--- config.mk ---
export PLATFORM = sky130hd
export DESIGN_NAME = hamming_decoder
export DESIGN_NICKNAME = d
export VERILOG_FILES = /design/src/hd_pkg.sv /design/src/hamming_decoder.sv
export SDC_FILE = /design/constraint.sdc
export NUM_CORES = 1
export LEC_CHECK = 0
export BUFFER_PORTS_ARGS = -buffer_cell sky130_fd_sc_hd__buf_2
export CAP_MARGIN = 30
export CORE_ASPECT_RATIO = 1.4
export CORE_MARGIN = 2
export CORE_UTILIZATION = 51
export DETAILED_ROUTE_END_ITERATION = 10
export PLACE_DENSITY = 0.88
export SLEW_MARGIN = 5
export SYNTH_ARGS = -nofsm -noshare
export SYNTH_HDL_FRONTEND = slang
export SYNTH_SLANG_ARGS = --single-unit
--- constraint.sdc ---
create_clock -name clk -period 3.91 [get_ports clk]
set_input_delay 0.1955 -clock clk [delete_from_list [all_inputs] [get_ports clk]]
set_output_delay 0.1955 -clock clk [all_outputs]
set_load 0.1 [all_outputs]
--- src/hd_pkg.sv ---
// Types, constants and decode tables for the Hamming decoder.
package hd_pkg;

  localparam int WORD_W  = 63;
  localparam int DATA_W  = 57;
  localparam int SYN_W   = 6;
  localparam int ORDER_W = 3;
  localparam int COUNT_W = 32;

  localparam logic [ORDER_W-1:0] ORDER_MIN   = 3'd2;
  localparam logic [ORDER_W-1:0] MAX_ORDER   = 3'd6;
  localparam logic [ORDER_W-1:0] ORDER_RESET = 3'd3;
  localparam logic [COUNT_W-1:0] COUNT_MAX   = '1;

  typedef logic [WORD_W-1:0]  word_t;
  typedef logic [DATA_W-1:0]  data_t;
  typedef logic [SYN_W-1:0]   syn_t;
  typedef logic [ORDER_W-1:0] order_t;
  typedef logic [COUNT_W-1:0] count_t;

  // Positions (bit index + 1) that carry bit j of their position number.
  function automatic word_t syn_mask(input int j);
    word_t mask;
    int    p;
    mask = '0;
    for (p = 1; p <= WORD_W; p++) begin
      mask[p-1] = p[j];
    end
    return mask;
  endfunction

  // Codeword bit index that holds data bit di (non-power-of-two positions).
  function automatic logic [SYN_W-1:0] data_pos(input int di);
    logic [SYN_W-1:0] idx;
    int               p;
    int               cnt;
    idx = '0;
    cnt = 0;
    for (p = 1; p <= WORD_W; p++) begin
      if ((p & (p - 1)) != 0) begin
        if (cnt == di) begin
          idx = SYN_W'(p - 1);
        end
        cnt++;
      end
    end
    return idx;
  endfunction

  // Valid positions of a codeword of order m.
  function automatic word_t len_mask(input order_t m);
    word_t mask;
    unique case (m)
      3'd2:    mask = 63'h7;
      3'd3:    mask = 63'h7F;
      3'd4:    mask = 63'h7FFF;
      3'd5:    mask = 63'h7FFF_FFFF;
      3'd6:    mask = '1;
      default: mask = 63'h7;
    endcase
    return mask;
  endfunction

endpackage

--- src/hamming_decoder.sv ---
// Hamming code decoder top level: input register, decode logic, result register.
// A request accepted at a clock edge enters the input register, then moves to the result register once it is free.
// Throughput: one codeword per cycle; the input stalls only while both stages hold a request
// and the result is stalled.
// The code_order write port is taken in any cycle and applies to the next request taken.
// Synchronous reset empties both stages, clears the count and sets code_order to 3.
module hamming_decoder
  import hd_pkg::*;
(
  input  logic                clk,
  input  logic                rst,
  input  logic                cfg_write,
  input  logic [ORDER_W-1:0]  cfg_data,
  input  logic                in_valid,
  output logic                in_stall,
  input  logic [WORD_W-1:0]   codeword,
  input  logic                last_word,
  output logic                out_valid,
  input  logic                out_stall,
  output logic [DATA_W-1:0]   data_bits,
  output logic [SYN_W-1:0]    syndrome_value,
  output logic                was_corrected,
  output logic [COUNT_W-1:0]  corrected_total,
  output logic                last_out
);

  order_t code_order;
  order_t eff_order;
  logic   s1_valid;
  word_t  s1_word;
  logic   s1_last;
  logic   s1_load;
  logic   s2_load;
  count_t correction_count;
  count_t total_next;
  count_t correction_count_next;
  syn_t   syn;
  word_t  fixed_word;
  data_t  data_next;

  // Hold the configuration register.
  always_ff @(posedge clk) begin
    if (rst) begin
      code_order <= ORDER_RESET;
    end else if (cfg_write) begin
      code_order <= cfg_data;
    end
  end

  // Clamp the order into the supported range.
  always_comb begin
    if (code_order < ORDER_MIN) begin
      eff_order = ORDER_MIN;
    end else if (code_order > MAX_ORDER) begin
      eff_order = MAX_ORDER;
    end else begin
      eff_order = code_order;
    end
  end

  // Advance stages when the next one is free.
  assign s2_load  = s1_valid && (!out_valid || !out_stall);
  assign in_stall = s1_valid && !s2_load;
  assign s1_load  = in_valid && !in_stall;

  // Input stage: hold the masked word.
  always_ff @(posedge clk) begin
    if (rst) begin
      s1_valid <= 1'b0;
    end else if (s1_load) begin
      s1_valid <= 1'b1;
    end else if (s2_load) begin
      s1_valid <= 1'b0;
    end
  end

  always_ff @(posedge clk) begin
    if (s1_load) begin
      s1_word <= codeword & len_mask(eff_order);
      s1_last <= last_word;
    end
  end

  // Compute syndrome, flip the named bit and gather data bits.
  always_comb begin
    for (int j = 0; j < SYN_W; j++) begin
      syn[j] = ^(s1_word & syn_mask(j));
    end
    if (syn != '0) begin
      fixed_word = s1_word ^ (word_t'(1) << 6'(syn - 6'd1));
    end else begin
      fixed_word = s1_word;
    end
    for (int di = 0; di < DATA_W; di++) begin
      data_next[di] = fixed_word[data_pos(di)];
    end
  end

  // Count corrected words, saturate, restart after the last word.
  always_comb begin
    if (syn != '0 && correction_count != COUNT_MAX) begin
      total_next = correction_count + count_t'(1);
    end else begin
      total_next = correction_count;
    end
    correction_count_next = s1_last ? '0 : total_next;
  end

  always_ff @(posedge clk) begin
    if (rst) begin
      correction_count <= '0;
    end else if (s2_load) begin
      correction_count <= correction_count_next;
    end
  end

  // Result stage: load on advance, drop once taken.
  always_ff @(posedge clk) begin
    if (rst) begin
      out_valid <= 1'b0;
    end else if (s2_load) begin
      out_valid <= 1'b1;
    end else if (!out_stall) begin
      out_valid <= 1'b0;
    end
  end

  always_ff @(posedge clk) begin
    if (s2_load) begin
      data_bits       <= data_next;
      syndrome_value  <= syn;
      was_corrected   <= (syn != '0);
      corrected_total <= total_next;
      last_out        <= s1_last;
    end
  end

endmodule

==> summary.txt, run 1 <==
Total CTS buffers - 17
Vias in the first global route - 7005
Pwr/cell area - 667.3 mW/mm^2
Number of max-cap violations - 0
CP cell instances - xnor2_1 > xnor2_1 > xnor2_1 > xnor2_1 > or3b_2 > a21o_1 > a21oi_1 > o21ai_0 > xnor2_1
Fmax - 0.2724 GHz
Gr ovfl total - 0
Layout cells sized above 1 - 22.23%
Layout area overhead - 18.46%
Core Rows - 60
Top Metal Used - met4
Crit end category - flip-flop
Final Instance Area - 0.01175 mm^2
Lkg Pwr - 4.470 nW
CP most frequent cell - xnor2_1
Async S/R FF share, synth - 0%
Slew @ Worst Pin - 1.005 ns
Worst Skew - 0.01637 ns
Placed Instance Area - 0.01107 mm^2
Clk sink count - 198
RSZ-0062 raised after global routing - no
GRT Util Overall - 24.24%
Routability cong. - 0.9275
First-pass GRT wire length - 37420 um
# setup viols final - 0
Met3 Routed Length - 1561 um
Yosys top cell area share - 48.76%
Ports - 171
Initial antenna violation count - 0
Worst-Skew Late Latency - 0.44 ns
Total power - 7.838 mW
Worst Reg2Reg Path Length in Cells - 9
FILL cells - 1504
Slew Limit Fails - 0
# resized after CTS - 0
Library cells used by synthesis - 49
Worst path slowest cell - or3b_2
Logic pwr share - 43.9%
Wl on met1 - 8856 um
Clock power frac - 22.3%
Post-synth EDFFs - 161
Ranking of synthesized cells by area - edfxtp_1 (49%), xnor2_1 (14%), dfxtp_1 (7.5%), and3_1 (3.3%), nand2_1 (3.2%)
Worst VDD drop - 418.2 uV
Min Clock Period, post-route - 3.671 ns
Postcts setup bufs - 0
Reg power frac - 33.8%
Final net count - 1100
Post-Place Setup Slack - 0.2406 ns
Seq/Total Area, Yosys - 56.23%
Clk slew on worst S/H paths - 0.08 ns
Worst setup SP type - flip-flop
Worst endpoint required time - 4.09 ns
Setup TNS - 0 ns
Die X - 121.8 um
Primary FF master, synth - edfxtp_1
Post-synthesis cell area - 0.009916 mm^2
Largest net degree at the start of global routing - 65
Final hold vios - 0
Post-synth top area cell - edfxtp_1
Met2 WL - 13260 um
Final worst slack - 0.2390 ns
Die area - 0.02059 mm^2
Fin crit share - 93.89%
Core area - 0.01914 mm^2
Crit path DAT - 3.85 ns
Cell count after synthesis - 851
CTS tree - yes
Initial Utilization - 51.80%
Synth warn - 0
Status - finished, final reports clean
Root Buffer - clkbuf_16
Drt pass-1 iters - 6
Net Sw Frac - 43.33%
Seq cells post-synth - 198
Synth Area per Inst - 11.65 um^2
Vias - 7335
Syn Nets - 924
Port Buf Inserts - 170
Crit Path Class - reg2reg
CP max stage delay - 0.51 ns
Vias/cell - 5.699
DP HPWL - 17770 um
Slew headroom - 32.89%
Crit-path max FO - 7
WL final - 24890 um
Antenna cell count - 0
Hold Path Stages - 2
HP Class - in2reg
P_int - 4.442 mW
DR DRC count - 0
Die height - 169.0 um
Fin util - 61.36%
Htree depth - 4
Clock Path Buffers - 2
Per-cell routed wire length - 19.34 um
Sw Pwr - 3.396 mW
Post-route ant nets - 0
Iter 0 DRT Violations - 755
-- per-stage QoR --
step                      cells  hold WS [ns]
after floorplan             851        0.2944
after global placement     1247        0.3740
after detailed placement   1247        0.3745
after CTS                  1287       0.01351
after global routing       1287       0.02732
final                      1287       0.02711
-- path summary, 6_finish.rpt --
check | from | endpoint | slack, ns
setup / recovery | s1_word[30] | data_bits[15] | 0.24
hold / removal | codeword[18] | s1_word[18] | 0.03
setup reg to reg | s1_word[30] | data_bits[15] | 0.24
hold reg to reg | s1_valid | out_valid | 0.49
-- layer usage --
metal,vias up,global-route usage [%]
met5,-,0
met4,0,12.14
met3,68,4.515
met2,385,43.87
met1,3482,26.84
li1,3400,-
-- cell families (layout without fill, tap and decap cells) --
| group | after synthesis | in the layout | synth area share [%] |
|---|---|---|---|
| AOI/OAI and AO/OA | 94 | 94 | 6.549 |
| and+or+nand+nor | 305 | 305 | 16.10 |
| xor gates and xnor gates | 195 | 195 | 18.37 |
| DFF | 198 | 198 | 56.23 |
| adders and majority gates | 1 | 1 | 0.1262 |
| buffers and inverters | 56 | 244 | 2.410 |
| muxes | 2 | 2 | 0.2145 |
-- cell type report --
cell class,count,area [um^2],share of cell area (%)
clock buffers,17,425.4,3.622
clock inverters,14,161.4,1.374
inverters,16,63.81,0.5432
multi-input cells,597,4109,34.98
flip-flops and latches,198,5575,47.46
well taps,248,310.3,2.642
repair buffers,197,1101,9.374
-- synth_stat cells, drive strengths merged (20+ instances only) --
cell type,count
and2,29
edfxtp,161
dfxtp,37
clkbuf,29
nand4,22
xnor2,159
and3,52
nand2,85
a31oi,22
nor2,40
nand3,20
xor2,28
-- sequential cells by signal, summed over array words and instances (netlist names) --
signal and flops:
s1_word 63, data_bits 57, corrected_total 32, correction_count 32, syndrome_value 6, code_order 3
last_out 1, out_valid 1, s1_last 1, s1_valid 1, was_corrected 1
-- cell usage in the layout, fill, tap and decap left out, types with 5 or more instances in the layout --
cell and instances:
o21ai_0 17, nor2b_1 9, nand4b_1 6, or4_1 8, nor3_1 15, edfxtp_1 161, clkbuf_16 17, nand4_1 22
xnor3_1 6, buf_4 16, nand3_1 20, dlygate4sd3_1 9, xnor2_1 159, inv_8 5, buf_2 170, inv_1 14
o311ai_0 6, dfxtp_1 37, xor2_1 28, and2_1 29, nand3b_1 5, nand2_1 85, and3_1 52, a21oi_1 13
nor2_1 40, a31oi_1 22, o211ai_1 11, a211o_1 10
-- power by group through the flow --
stage / logic (mW) / clock network [mW] / registers, mW
floorplan: 1.64 / 0 / 3.54
global placement: 3.31 / 0 / 2.69
detailed placement: 3.37 / 0 / 2.70
CTS: 3.38 / 1.77 / 2.65
global route: 3.59 / 1.85 / 2.66
finish: 3.44 / 1.75 / 2.65
-- critical path, delay by kind of cell, from the launching register on --
kind | cells | cell delay (ns)
AO/OA/AOI/OAI | 3 | 0.98
flip-flops | 1 | 0.50
AND/OR/NAND/NOR | 1 | 0.51
XOR/XNOR | 5 | 1.43
-- what timing repair did --
| action | in CTS | in global routing |
|---|---|---|
| hold buffers | 9 | 0 |
| setup endpoints to repair | 0 | 0 |
| hold endpoints to repair | 9 | 0 |
(Power assumes the default switching activity.)
==> run 2: changes to the inputs <==
Settings changed: BUFFER_PORTS_ARGS -buffer_cell sky130_fd_sc_hd__buf_2 to -buffer_cell sky130_fd_sc_hd__buf_4.
==> summary.txt, run 2 (synthesis results as in run 1) <==
Core Rows - 60
Largest net degree at the start of global routing - 65
Lkg Pwr - 4.629 nW
Crit end category - flip-flop
Postcts setup bufs - 0
Ports - 171
Crit path max-delay family - XOR/XNOR gates
Gr ovfl total - 0
Fin util - 63.56%
Status - finished, final reports clean
R2R Path Start - s1_word[54]
Layout area overhead - 22.70%
Worst setup SP type - flip-flop
CTS tree - yes
Min Clock Period, post-route - 3.748 ns
Die height - 169.0 um
DR DRC count - 0
Initial antenna violation count - 0
# setup viols final - 0
Clk slew on worst S/H paths - 0.08 ns
Worst endpoint required time - 4.26 ns
Iter 0 DRT Violations - 666
HP Class - in2reg
Htree depth - 4
Vias/cell - 5.718
Die area - 0.02059 mm^2
Final worst slack - 0.1617 ns
Worst r2r dst - correction_count[5]
CP max stage delay - 0.45 ns
Drt pass-1 iters - 6
Routability cong. - 0.9750
Initial Utilization - 51.80%
Clock Path Buffers - 2
Cell count after placement - 1255
Leading cell type in the layout, fill and taps excluded - buf_4
Most flops, register - s1_word
Final hold vios - 0
First-pass GRT wire length - 38260 um
Buf/Inv on CP - 2
DP HPWL - 18180 um
Crit Path Class - reg2reg
Port Buf Inserts - 170
Endpoint of the worst hold path - s1_valid
Most frequent cells in the layout - buf_4 (195), edfxtp_1 (161), xnor2_1 (159)
Number of max-cap violations - 0
Antenna cell count - 0
WL final - 25310 um
Largest regs - s1_word x63, data_bits x57
Layout cells sized above 1 - 22.78%
Fin crit share - 95.87%
Worst path slowest cell - edfxtp_1
Hold Path Stages - 3
Fmax - 0.2668 GHz
Total CTS buffers - 17
Pwr/cell area - 657.5 mW/mm^2
Root Buffer - clkbuf_16
Worst Reg2Reg Path Length in Cells - 11
Post-Place Setup Slack - 0.1765 ns
CP most frequent cell - xnor3_1
Crit path DAT - 4.10 ns
CP cell instances - xnor3_1 > xnor3_1 > xnor2_1 > xor2_1 > xor3_2 > or3b_4 > a21oi_4 > inv_2 > buf_4 > a211o_1 > a31oi_1
Worst VDD drop - 474.9 uV
Worst Skew - 0.01495 ns
Flop2flop setup slack - 0.16 ns
Core area - 0.01914 mm^2
RSZ-0062 raised after global routing - no
Setup TNS - 0 ns
GRT Util Overall - 24.51%
Slew @ Worst Pin - 1.005 ns
Hold_sp - in_valid
Final net count - 1105
Slew headroom - 32.88%
Worst-Skew Late Latency - 0.43 ns
Vias - 7394
Slew Limit Fails - 0
Clk sink count - 198
Final cell count without fillers - 1293
Die X - 121.8 um
FILL cells - 1440
Post-route ant nets - 0
Crit-path max FO - 27
Vias in the first global route - 7164
Per-cell routed wire length - 19.58 um
Max reg flops - 63
-- run 2: cell count changes in the layout (fill, tap and decap cells not counted), sizes merged --
cell	previous run	this run
clkinv	4	6
bufinv	1	0
clkbuf	17	19
buf	188	196
clkinvlp	3	1
dlygate4sd3	9	6
-- run 2: worst max path at each step --
| stage | startpoint | endpoint | slack (ns) | cells past startpoint |
|---|---|---|---|---|
| 2_1_floorplan | out_valid | correction_count[30] | 0.03 | 9 |
| 3_3_place_gp | s1_word[54] | correction_count[11] | 0.28 | 11 |
| 3_5_place_dp | s1_word[54] | correction_count[5] | 0.18 | 11 |
| 4_1_cts | s1_word[54] | correction_count[5] | 0.17 | 11 |
| 5_1_grt | s1_word[54] | correction_count[5] | 0.02 | 11 |
| 6_report | s1_word[54] | correction_count[5] | 0.16 | 11 |
-- run 2: cell type report --
| cell class | count | area (um^2) | area share [%] |
|---|---|---|---|
| sequential | 198 | 5575 | 45.82 |
| multi-input combinational | 597 | 4109 | 33.77 |
| timing repair buffer | 202 | 1544 | 12.69 |
| clock buffer | 19 | 432.9 | 3.558 |
| tap | 248 | 310.3 | 2.550 |
| clock inverter | 13 | 131.4 | 1.080 |
| inverter | 16 | 63.81 | 0.5245 |
-- run 2: metrics by stage --
step	hold WS (ns)	area, um^2	total power [mW]
global route	0.008469	12170	8.272
detailed placement	0.3748	11540	6.260
global placement	0.3748	11540	6.203
floorplan	0.2944	9922	5.181
finish	0.01401	12170	8.000
CTS	0.006079	12170	7.962
-- run 2: timing repair --
item,4_1_cts,5_1_grt
resized for setup,0,0
hold buffers,6,0
endpoints found under the hold margin,6,0
-- run 2: worst reg2reg max path, delay by kind of cell, from the launching register on --
| kind | cells | cell delay, ns |
|---|---|---|
| buf+inv | 2 | 0.32 |
| flops | 1 | 0.45 |
| compound gates | 3 | 0.73 |
| xor+xnor | 5 | 1.75 |
| simple gates | 1 | 0.43 |
-- run 2: power breakdown --
part / switching [mW] / internal [mW] / total [mW]
Combinational: 2.49 / 1.17 / 3.66
Clock: 0.833 / 0.850 / 1.68
Sequential: 0.0993 / 2.55 / 2.65
Total: 3.42 / 4.58 / 8.00
-- run 2: layer usage --
metal	global-route usage, %	wire [um]	vias to the layer above
li1	-	-	3414
met1	26.98	8791	3563
met2	44.81	13620	347
met3	3.336	1529	70
met4	13.49	1374	0
met5	0	0	-
